[config.mk]
export PLATFORM = sky130hd
export DESIGN_NAME = alignment_ops_to_cigar_runs
export DESIGN_NICKNAME = d
export VERILOG_FILES = /design/src/rtl/acr_pkg.sv /design/src/rtl/acr_front.sv /design/src/rtl/acr_queue.sv /design/src/rtl/acr_back.sv /design/src/rtl/alignment_ops_to_cigar_runs.sv
export SDC_FILE = /design/constraint.sdc
export NUM_CORES = 1
export LEC_CHECK = 0
export BUFFER_PORTS_ARGS = -buffer_cell sky130_fd_sc_hd__buf_4
export CAP_MARGIN = 20
export CELL_PAD_IN_SITES_DETAIL_PLACEMENT = 1
export CELL_PAD_IN_SITES_GLOBAL_PLACEMENT = 1
export CORE_AREA = 2 2 189 191
export DETAILED_ROUTE_END_ITERATION = 10
export DIE_AREA = 0 0 191 193
export GPL_TIMING_DRIVEN = 0
export PLACE_DENSITY = 0.88
export SLEW_MARGIN = 10
export SYNTH_ARGS = -nofsm -noshare
export SYNTH_HDL_FRONTEND = slang
export SYNTH_SLANG_ARGS = --single-unit
[constraint.sdc]
create_clock -name clk -period 8.25 [get_ports clk]
set_clock_uncertainty 0.2 [all_clocks]
set_input_delay 0.825 -clock clk [delete_from_list [all_inputs] [get_ports clk]]
set_output_delay 0.825 -clock clk [all_outputs]
set_load 0.01 [all_outputs]
[src/rtl/acr_pkg.sv]
package acr_pkg;

  localparam int unsigned CNT_W         = 17;
  localparam int unsigned MAX_ALIGN_LEN = 65536;
  localparam int unsigned QDEPTH        = 4;
  localparam int unsigned QPTR_W        = $clog2(QDEPTH);
  localparam int unsigned QCNT_W        = $clog2(QDEPTH + 1);

  localparam logic [CNT_W:0]   SAT_LIMIT = (CNT_W + 1)'(MAX_ALIGN_LEN);
  localparam logic [CNT_W-1:0] SAT_VALUE = CNT_W'(MAX_ALIGN_LEN);

  typedef enum logic [1:0] {
    OP_MATCH    = 2'd0,
    OP_MISMATCH = 2'd1,
    OP_REF_GAP  = 2'd2,
    OP_QRY_GAP  = 2'd3
  } edit_op_t;

  localparam logic [3:0] CIGAR_M  = 4'd0;
  localparam logic [3:0] CIGAR_I  = 4'd1;
  localparam logic [3:0] CIGAR_D  = 4'd2;
  localparam logic [3:0] CIGAR_EQ = 4'd7;
  localparam logic [3:0] CIGAR_X  = 4'd8;

  typedef struct packed {
    logic       ref_gap;
    logic       ins;
    logic       is_edit;
    logic [3:0] code;
    logic       last;
  } item_t;

  function automatic logic [CNT_W-1:0] sat_add(input logic [CNT_W-1:0] a,
                                               input logic [CNT_W-1:0] b);
    logic [CNT_W:0] s;
    s = {1'b0, a} + {1'b0, b};
    return (s > SAT_LIMIT) ? SAT_VALUE : s[CNT_W-1:0];
  endfunction

endpackage

[src/rtl/acr_front.sv]
module acr_front (
  input  logic          clk,
  input  logic          rst_n,
  input  logic          cfg_we,
  input  logic          cfg_wdata,
  input  logic          in_tvalid,
  input  logic [23:0]   in_tdata,
  input  logic          in_tlast,
  input  logic          q_ready,
  output logic          q_push,
  output acr_pkg::item_t q_item
);
  import acr_pkg::*;

  logic     ext_r;
  logic     ext_nxt;
  edit_op_t op;
  logic     match;

  assign ext_nxt = cfg_we ? cfg_wdata : ext_r;

  always_ff @(posedge clk) begin
    if (!rst_n) begin
      ext_r <= 1'b1;
    end else begin
      ext_r <= ext_nxt;
    end
  end

  always_comb begin
    op    = edit_op_t'(in_tdata[1:0]);
    match = (op == OP_MATCH) && (in_tdata[9:2] == in_tdata[17:10]);
    q_item.ref_gap = (op == OP_REF_GAP);
    q_item.ins     = (op == OP_QRY_GAP);
    q_item.is_edit = !match;
    q_item.last    = in_tlast;
    if (op == OP_QRY_GAP) begin
      q_item.code = CIGAR_I;
    end else if (ext_r) begin
      q_item.code = match ? CIGAR_EQ : CIGAR_X;
    end else begin
      q_item.code = CIGAR_M;
    end
  end

  assign q_push = in_tvalid && q_ready;

endmodule

[src/rtl/acr_queue.sv]
module acr_queue (
  input  logic           clk,
  input  logic           rst_n,
  input  logic           push,
  input  acr_pkg::item_t wr_item,
  output logic           ready,
  input  logic           pop,
  output logic           valid,
  output acr_pkg::item_t head
);
  import acr_pkg::*;

  item_t             mem_r [QDEPTH];
  logic [QPTR_W-1:0] wr_ptr_r;
  logic [QPTR_W-1:0] rd_ptr_r;
  logic [QCNT_W-1:0] count_r;
  logic [QPTR_W-1:0] wr_ptr_nxt;
  logic [QPTR_W-1:0] rd_ptr_nxt;
  logic [QCNT_W-1:0] count_nxt;
  logic              do_pop;

  assign ready  = (count_r != QCNT_W'(QDEPTH));
  assign valid  = (count_r != '0);
  assign head   = mem_r[rd_ptr_r];
  assign do_pop = pop && valid;

  always_comb begin
    wr_ptr_nxt = push ? wr_ptr_r + 1'b1 : wr_ptr_r;
    rd_ptr_nxt = do_pop ? rd_ptr_r + 1'b1 : rd_ptr_r;
    count_nxt  = count_r + QCNT_W'(push) - QCNT_W'(do_pop);
  end

  always_ff @(posedge clk) begin
    if (push) begin
      mem_r[wr_ptr_r] <= wr_item;
    end
  end

  always_ff @(posedge clk) begin
    if (!rst_n) begin
      wr_ptr_r <= '0;
      rd_ptr_r <= '0;
      count_r  <= '0;
    end else begin
      wr_ptr_r <= wr_ptr_nxt;
      rd_ptr_r <= rd_ptr_nxt;
      count_r  <= count_nxt;
    end
  end

`ifndef SYNTHESIS
  a_no_push_full: assert property (@(posedge clk) disable iff (!rst_n)
    push |-> ready)
    else $error("queue written while full");
  a_count_bound: assert property (@(posedge clk) disable iff (!rst_n)
    count_r <= QCNT_W'(QDEPTH))
    else $error("queue count out of range");
  a_ptr_track: assert property (@(posedge clk) disable iff (!rst_n)
    (count_r == '0) |-> (wr_ptr_r == rd_ptr_r))
    else $error("queue pointers disagree with count");
`endif

endmodule

[src/rtl/acr_back.sv]
module acr_back (
  input  logic           clk,
  input  logic           rst_n,
  input  logic           q_valid,
  input  acr_pkg::item_t hd,
  output logic           q_pop,
  output logic           out_tvalid,
  input  logic           out_tready,
  output logic [71:0]    out_tdata,
  output logic           out_tuser,
  output logic           out_tlast
);
  import acr_pkg::*;

  typedef enum logic [1:0] {PH_A, PH_B, PH_C} phase_t;

  phase_t            ph_r, ph_nxt;
  logic              lead_r, lead_nxt;
  logic [CNT_W-1:0]  lead_cnt_r, lead_cnt_nxt;
  logic [CNT_W-1:0]  pend_r, pend_nxt;
  logic [3:0]        run_code_r, run_code_nxt;
  logic [CNT_W-1:0]  run_cnt_r, run_cnt_nxt;
  logic              run_open_r, run_open_nxt;
  logic [CNT_W-1:0]  edit_r, edit_nxt;
  logic [CNT_W-1:0]  refpos_r, refpos_nxt;

  logic              ovalid_r;
  logic              ouser_r;
  logic              olast_r;
  logic [71:0]       odata_r;

  logic              emit_a, emit_b, emit_c, emit, done, go, out_free;
  logic              e_valid, e_final;
  logic [3:0]        e_code;
  logic [CNT_W-1:0]  e_len, e_edit, e_start, e_stop;

  assign out_free = !ovalid_r || out_tready;

  always_comb begin
    ph_nxt       = ph_r;
    lead_nxt     = lead_r;
    lead_cnt_nxt = lead_cnt_r;
    pend_nxt     = pend_r;
    run_code_nxt = run_code_r;
    run_cnt_nxt  = run_cnt_r;
    run_open_nxt = run_open_r;
    edit_nxt     = edit_r;
    refpos_nxt   = refpos_r;
    emit_a  = 1'b0;
    emit_b  = 1'b0;
    emit_c  = 1'b0;
    done    = 1'b0;
    e_valid = 1'b0;
    e_final = 1'b0;
    e_code  = '0;
    e_len   = '0;
    e_edit  = '0;
    e_start = '0;
    e_stop  = '0;

    if (ph_r == PH_A && !hd.ref_gap && pend_r != '0) begin
      if (run_open_r && run_code_r == CIGAR_D) begin
        run_cnt_nxt = sat_add(run_cnt_r, pend_r);
      end else begin
        emit_a       = run_open_r;
        e_valid      = 1'b1;
        e_code       = run_code_r;
        e_len        = run_cnt_r;
        run_code_nxt = CIGAR_D;
        run_cnt_nxt  = pend_r;
      end
      run_open_nxt = 1'b1;
      edit_nxt     = sat_add(edit_r, pend_r);
      refpos_nxt   = sat_add(refpos_r, pend_r);
      pend_nxt     = '0;
    end

    if (!emit_a && ph_r != PH_C) begin
      if (hd.ref_gap) begin
        if (lead_nxt) begin
          lead_cnt_nxt = sat_add(lead_cnt_nxt, CNT_W'(1));
          refpos_nxt   = sat_add(refpos_nxt, CNT_W'(1));
        end else begin
          pend_nxt = sat_add(pend_nxt, CNT_W'(1));
        end
      end else begin
        lead_nxt = 1'b0;
        if (hd.is_edit) begin
          edit_nxt = sat_add(edit_nxt, CNT_W'(1));
        end
        if (!hd.ins) begin
          refpos_nxt = sat_add(refpos_nxt, CNT_W'(1));
        end
        if (run_open_nxt && run_code_nxt == hd.code) begin
          run_cnt_nxt = sat_add(run_cnt_nxt, CNT_W'(1));
        end else begin
          emit_b       = run_open_nxt;
          e_valid      = 1'b1;
          e_code       = run_code_nxt;
          e_len        = run_cnt_nxt;
          run_code_nxt = hd.code;
          run_cnt_nxt  = CNT_W'(1);
        end
        run_open_nxt = 1'b1;
      end
    end

    if (!emit_a && !emit_b && hd.last) begin
      emit_c       = 1'b1;
      e_valid      = run_open_nxt;
      e_code       = run_open_nxt ? run_code_nxt : '0;
      e_len        = run_open_nxt ? run_cnt_nxt : '0;
      e_final      = 1'b1;
      e_edit       = edit_nxt;
      e_start      = lead_cnt_nxt;
      e_stop       = refpos_nxt;
      lead_nxt     = 1'b1;
      lead_cnt_nxt = '0;
      pend_nxt     = '0;
      run_code_nxt = '0;
      run_cnt_nxt  = '0;
      run_open_nxt = 1'b0;
      edit_nxt     = '0;
      refpos_nxt   = '0;
    end

    if (emit_a) begin
      ph_nxt = PH_B;
    end else if (emit_b && hd.last) begin
      ph_nxt = PH_C;
    end else begin
      ph_nxt = PH_A;
      done   = 1'b1;
    end

    emit  = emit_a || emit_b || emit_c;
    go    = q_valid && (!emit || out_free);
    q_pop = go && done;
  end

  always_ff @(posedge clk) begin
    if (!rst_n) begin
      ph_r       <= PH_A;
      lead_r     <= 1'b1;
      lead_cnt_r <= '0;
      pend_r     <= '0;
      run_code_r <= '0;
      run_cnt_r  <= '0;
      run_open_r <= 1'b0;
      edit_r     <= '0;
      refpos_r   <= '0;
      ovalid_r   <= 1'b0;
    end else begin
      if (go) begin
        ph_r       <= ph_nxt;
        lead_r     <= lead_nxt;
        lead_cnt_r <= lead_cnt_nxt;
        pend_r     <= pend_nxt;
        run_code_r <= run_code_nxt;
        run_cnt_r  <= run_cnt_nxt;
        run_open_r <= run_open_nxt;
        edit_r     <= edit_nxt;
        refpos_r   <= refpos_nxt;
      end
      if (go && emit) begin
        ovalid_r <= 1'b1;
      end else if (out_tready) begin
        ovalid_r <= 1'b0;
      end
    end
    if (go && emit) begin
      ouser_r <= e_valid;
      olast_r <= e_final;
      odata_r <= {e_stop, e_start, e_edit, e_len, e_code};
    end
  end

  assign out_tvalid = ovalid_r;
  assign out_tuser  = ouser_r;
  assign out_tlast  = olast_r;
  assign out_tdata  = odata_r;

`ifndef SYNTHESIS
  a_clear_after_final: assert property (@(posedge clk) disable iff (!rst_n)
    (go && emit_c) |=> (lead_r && !run_open_r && pend_r == '0 && edit_r == '0))
    else $error("alignment state not cleared after final result");
  a_phase_holds_item: assert property (@(posedge clk) disable iff (!rst_n)
    (ph_r != PH_A) |-> q_valid)
    else $error("partial item without queued item");
  a_run_sat: assert property (@(posedge clk) disable iff (!rst_n)
    (run_cnt_r <= SAT_VALUE) && (pend_r <= SAT_VALUE))
    else $error("counter above saturation bound");
  a_no_pending_in_lead: assert property (@(posedge clk) disable iff (!rst_n)
    lead_r |-> (pend_r == '0 && !run_open_r))
    else $error("pending gaps or run during leading gap");
`endif

endmodule

[src/rtl/alignment_ops_to_cigar_runs.sv]
// Results are registered for out_tvalid after the four-entry queue between front and back.
// Throughput: one beat per cycle while each beat closes at most one run and out_tready does
// not stall; the back part writes one result per cycle into the output register, so a beat
// with two or three results holds the queue head longer, and the queue absorbs the wait.
// Reset: rst_n clears the queue, the output valid flag and the alignment state, and sets
// extended_ops to 1.
module alignment_ops_to_cigar_runs (
  input  logic        clk,
  input  logic        rst_n,
  input  logic        cfg_we,
  input  logic        cfg_wdata,
  input  logic        in_tvalid,
  output logic        in_tready,
  input  logic [23:0] in_tdata,   // edit_op, query_base, target_base, zero fill
  input  logic        in_tlast,
  output logic        out_tvalid,
  input  logic        out_tready,
  output logic [71:0] out_tdata,  // cigar_code, run_length, edit_total, ref_start, ref_stop
  output logic        out_tuser,  // run_valid
  output logic        out_tlast
);
  import acr_pkg::*;

  item_t f_item;
  item_t q_head;
  logic  f_push;
  logic  q_ready;
  logic  q_valid;
  logic  q_pop;

  assign in_tready = q_ready;

  acr_front u_front (
    .clk       (clk),
    .rst_n     (rst_n),
    .cfg_we    (cfg_we),
    .cfg_wdata (cfg_wdata),
    .in_tvalid (in_tvalid),
    .in_tdata  (in_tdata),
    .in_tlast  (in_tlast),
    .q_ready   (q_ready),
    .q_push    (f_push),
    .q_item    (f_item)
  );

  acr_queue u_queue (
    .clk     (clk),
    .rst_n   (rst_n),
    .push    (f_push),
    .wr_item (f_item),
    .ready   (q_ready),
    .pop     (q_pop),
    .valid   (q_valid),
    .head    (q_head)
  );

  acr_back u_back (
    .clk        (clk),
    .rst_n      (rst_n),
    .q_valid    (q_valid),
    .hd         (q_head),
    .q_pop      (q_pop),
    .out_tvalid (out_tvalid),
    .out_tready (out_tready),
    .out_tdata  (out_tdata),
    .out_tuser  (out_tuser),
    .out_tlast  (out_tlast)
  );

endmodule
==> reports/results.ini, run 1 <==
[run_status]
outcome=completed

[sta]
setup_ws_ns=0.159
min_period_over_period_pct=98.1
hold_slack_ns=0.251
hold_viol_final=0
rsz0062_at_grt=no
slew_viol_final=0
max_freq_mhz=124
worst_slew_pin_slew_ns=1.20
fin_crit_ns=8.09
maxSlewHeadroom_pct=19.2
final-setup-viol-count=0

[synth]
synth.cell_area_sq_mm=0.0162
ys_ff_latch=206
seq_area_frac_synth_pct=31.7
yosysUniqueCellTypes=97
synth-async-reset-ratio_pct=0
synth_edf_count=102
yosysWarnings=0
postSynthCellCount=1969
syn_nets=2068
syn_area_per_cell_sq_um=8.24
yosys_most_used_dff=dfxtp_1

[layout]
nets=2194
diodes=0
layout_commonest_cell=nand2_1
final_cell_mix=204 x nand2_1, 182 x nor2_1, 139 x a21oi_1, 121 x o21ai_0, 108 x buf_4
drive_gt1_share_pct=11.6
area_growth_pct=13.5

[cts]
clock-sinks=206
tritoncts=built
clk_pin_slew_ns=0.07
numCtsBuffers=25
clk_latency_ns=0.58
cts_setup_buffers=0
clockBufferDepth=3
root_buffer=clkbuf_16
cts_hold_buf=0
htreeDepth=1

[global_route]
grt_antenna_before_repair=0
track_usage_pct=35.9
grt_pass1_vias=17500
grt_pass1_wl_um=102000
grt_max_degree=33
gr-total-overflow=0

[worst_setup_path]
cp_data_arrival_time_ns=8.41
required_ns=8.57
crit_path_end_kind=register
startpoint_type=register
crit_slowest_cell=clkbuf_1
crit_fanout=10
crit_top_cell=clkbuf_1
cp_top_family=buffers and inverters
crit_type=register to register
ff2ff_path_depth=26
crit_cells=26
critPathBufInv=9
max_stage_delay_ns=0.68

[power]
p_per_area_mw_per_mm2=271
power.total_w=0.00498
ir_drop_v=0.000308
leakage_nw=6.75

[floorplanning]
die-area_sq_mm=0.0369
fp.dieH_um=193
die_x_um=191
coreArea_sq_mm=0.0350
io-pin-count=107
rows=69
start_util_pct=46.4

[placement]
dpl.hpwl_um=50900
dp_slack_ns=-0.746
place_congestion=0.986
port_buffers=99

[drt]
drt.antenna.violating_nets=0
wl_um=67500
dr_total_vias=17500
drt_iter0_markers=1588
routed_via_density=6.80
drcViolationCount=0
wl_per_cell_um=26.2
drtPass1Iterations=7

[run]
maxCapViolCount=0

[worst_hold_path]
hold_path_depth=2
hp-class=input port to register

[per-layer routing]
metal  routed length, um  global-route usage, %  vias up  share of wire (%)
met2               31200                   59.2      870                 46
met5                   0                      0        -                  0
met3                5330                   6.03      276                7.9
met1               27200                   44.9     8625                 40
met4                3760                   19.1        0                5.6
li1                    -                      -     7721                  -
[per-stage QoR]
stage          setup TNS, ns  cell area (sq um)  utilization, %  cells
5_1_grt                    0              18400            52.7   2574
3_5_place_dp          -13.45              17600            50.4   2531
4_1_cts                    0              18400            52.7   2575
6_report                   0              18400            52.7   2574
2_1_floorplan              0              16200               -   1969
3_3_place_gp         -144.91              17600            50.2   2529
[cells by family after synthesis]
kind of cell	Yosys count	share of synthesized area, %
compound gates	623	27.0
xor+xnor	81	4.37
fa+ha+maj	68	5.43
buf+inv	154	4.16
flops	206	31.7
mux	34	2.63
simple gates	803	24.7
[layout make-up]
type / count / area (sq um)
multi-input combinational: 1609 / 10400
sequential: 206 / 5140
inverter: 35 / 131
fill: 4262 / 16500
clock buffer: 32 / 662
clock inverter: 13 / 150
buffer: 117 / 542
timing repair buffer: 101 / 791
tap: 461 / 577
[worst paths after layout]
path / from / endpoint / slack (ns)
worst max-delay path: register / u_back.pend_r[5] / 0.16
worst min-delay path: cfg_we / u_front.ext_r / 0.25
worst max register to register: register / u_back.pend_r[5] / 0.16
worst min register to register: u_back.ph_r[0] / u_back.ph_r[0] / 0.28
[power by group]
| group | leakage, nW | internal, W | total [W] | switching (W) |
|---|---|---|---|---|
| clock | 0.393 | 0.000637 | 0.00113 | 0.000498 |
| combinational | 4.53 | 0.000658 | 0.00231 | 0.00165 |
| sequential | 1.83 | 0.00139 | 0.00154 | 0.000141 |
| total | 6.75 | 0.00269 | 0.00498 | 0.00229 |
[state kept, by name (all words and copies together) (netlist names), 2 cells and up, named ones only]
name	count
u_queue.mem_r	28
u_queue.wr_ptr_r	2
u_back.edit_r	17
u_back.pend_r	17
u_back.run_code_r	4
u_back.out_tdata	72
u_back.run_cnt_r	17
u_back.refpos_r	17
u_queue.count_r	3
u_back.lead_cnt_r	17
u_back.ph_r	2
u_queue.rd_ptr_r	2
[cell usage after synthesis, types with 10 or more instances]
cell type | count | area share [%]
a211oi_1 | 24 | 1.1
a21o_1 | 24 | 1.1
a21oi_1 | 139 | 4.3
a22o_1 | 10 | 0.54
a22oi_1 | 41 | 1.9
a31oi_1 | 20 | 0.77
and2_1 | 35 | 1.3
and3_1 | 44 | 1.7
buf_2 | 11 | 0.34
clkbuf_1 | 86 | 2.0
dfxtp_1 | 104 | 13
edfxtp_1 | 102 | 19
ha_1 | 64 | 4.9
inv_1 | 34 | 0.79
mux2i_1 | 19 | 1.2
nand2_1 | 204 | 4.7
nand2b_1 | 20 | 0.77
nand3_1 | 82 | 2.5
nand4_1 | 34 | 1.3
nor2_1 | 183 | 4.2
nor2b_1 | 36 | 1.4
nor3_1 | 56 | 1.7
nor3b_1 | 14 | 0.65
nor4_1 | 22 | 0.85
o211ai_1 | 24 | 1.1
o21a_1 | 18 | 0.83
o21ai_0 | 121 | 3.7
o21ai_1 | 12 | 0.37
o221ai_1 | 10 | 0.54
o31ai_1 | 24 | 1.1
o41ai_1 | 11 | 0.59
or2_2 | 16 | 0.62
or3_1 | 14 | 0.54
xnor2_1 | 52 | 2.8
xor2_1 | 29 | 1.6
[timing repair]
item,in CTS,in global routing
endpoints found under the setup margin,45,28
gates resized for setup,2,4
hold endpoints to repair,0,0
Power figures use the tool's default switching activity.
==> run 2: changes to the inputs <==
--- a/config.mk
+++ b/config.mk
@@ -13,6 +13,8 @@
 export DETAILED_ROUTE_END_ITERATION = 10
 export DIE_AREA = 0 0 191 193
 export GPL_TIMING_DRIVEN = 0
+export HOLD_SLACK_MARGIN = 0.12
+export MAX_ROUTING_LAYER = met4
 export PLACE_DENSITY = 0.88
 export SLEW_MARGIN = 10
 export SYNTH_ARGS = -nofsm -noshare
==> reports/results.ini, run 2 (synthesis gave the netlist of run 1 again) <==
[layout]
finalInstanceArea_sq_mm=0.0184
largest_reg_flops=72
final_cell_mix=204 x nand2_1, 182 x nor2_1, 139 x a21oi_1, 121 x o21ai_0, 107 x buf_4
drive_gt1_share_pct=11.7
area_growth_pct=13.6
diodes=0
nets=2193
layout_commonest_cell=nand2_1
final_util_pct=52.7

[power]
ir_drop_v=0.000339
p_per_area_mw_per_mm2=270
power.total_w=0.00499
leakage_nw=6.76

[floorplanning]
start_util_pct=46.4
die_x_um=191
coreArea_sq_mm=0.0350
die-area_sq_mm=0.0369
rows=69
io-pin-count=107
fp.dieH_um=193

[run]
maxCapViolCount=0

[cts]
cts_setup_buffers=0
clk_latency_ns=0.55
clock-sinks=206
numCtsBuffers=24
clockBufferDepth=3
clk_pin_slew_ns=0.06
htreeDepth=1
root_buffer=clkbuf_16
cts_hold_buf=0
tritoncts=built

[drt]
routed_via_density=6.75
wl_um=66900
drcViolationCount=0
drt.antenna.violating_nets=0
wl_per_cell_um=26.0
dr_total_vias=17400
drtPass1Iterations=6
drt_iter0_markers=1896

[worst_setup_path]
crit_path_end_kind=register
max_stage_delay_ns=0.67
crit_top_cell=buf_6
cp_data_arrival_time_ns=8.38
crit_fanout=19
crit_type=register to register
required_ns=8.52
startpoint_type=register
crit_slowest_cell=or4b_2

[run_status]
outcome=completed

[global_route]
track_usage_pct=36.9
grt_pass1_vias=17400
gr-total-overflow=0
grt_antenna_before_repair=0
grt_max_degree=33
grt_pass1_wl_um=102000

[worst_hold_path]
hp-class=register to register

[sta]
min_period_over_period_pct=98.3
final-setup-viol-count=0
hold_viol_final=0
setup_ws_ns=0.138
fin_crit_ns=8.11
rsz0062_at_grt=no
worst_slew_pin_slew_ns=1.18
maxSlewHeadroom_pct=20.5
max_freq_mhz=123
slew_viol_final=0

[placement]
port_buffers=99
place_congestion=0.997
dp_slack_ns=-0.950
place_area_sq_mm=0.0176
dpl.hpwl_um=50000

run 2: path summary, 6_finish.rpt:
kind | startpoint | to | slack (ns) | cells after the start
hold reg to reg | u_back.ph_r[0] | u_back.ph_r[0] | 0.29 | 2
setup reg to reg | u_back.pend_r[13] | u_back.pend_r[10] | 0.14 | 25
setup / recovery | u_back.pend_r[13] | u_back.pend_r[10] | 0.14 | 25
hold / removal | u_back.ph_r[0] | u_back.ph_r[0] | 0.29 | 2
run 2: critical path, delay by kind of cell, from the launching register on:
kind	cells	cell delay, ns
multiplexers	1	0.24
flip-flops	1	0.49
AO/OA/AOI/OAI	6	1.52
buffers and inverters	9	2.61
AND/OR/NAND/NOR	8	2.62
adder cells (fa/ha/maj)	1	0.29
run 2: report_power, final:
| group | total [W] | leakage (nW) | internal (W) | switching (W) |
|---|---|---|---|---|
| Sequential | 0.00153 | 1.83 | 0.00139 | 0.000139 |
| Combinational | 0.00231 | 4.54 | 0.000657 | 0.00165 |
| Clock | 0.00114 | 0.400 | 0.000664 | 0.000480 |
run 2: area by class of cell:
type / instances / area (sq um)
buffer: 116 / 544
inverter: 35 / 131
timing repair buffer: 102 / 796
tap: 461 / 577
clock inverter: 19 / 224
clock buffer: 25 / 604
sequential: 206 / 5140
multi-input combinational: 1609 / 10400
fill: 4228 / 16500
run 2: routing by layer:
metal  vias up  track usage, %  wire, um
met4         0            16.2      3150
li1       7713               -         -
met2       822            59.1     30800
met1      8592            46.9     28000
met3       232            4.74      4990
met5         -               -         0
run 2: repair_timing:
action,4_1_cts,5_1_grt
endpoints found under the setup margin,46,13
hold endpoints to repair,0,0
gates cloned,0,0
resized for setup,3,4
run 2: metrics by stage:
step                hold slack, ns  instances  setup TNS, ns
floorplan                    0.247       1969              0
global placement             0.271       2529        -145.02
detailed placement           0.278       2531         -18.02
CTS                          0.287       2574              0
global route                 0.294       2573              0
finish                       0.289       2573              0
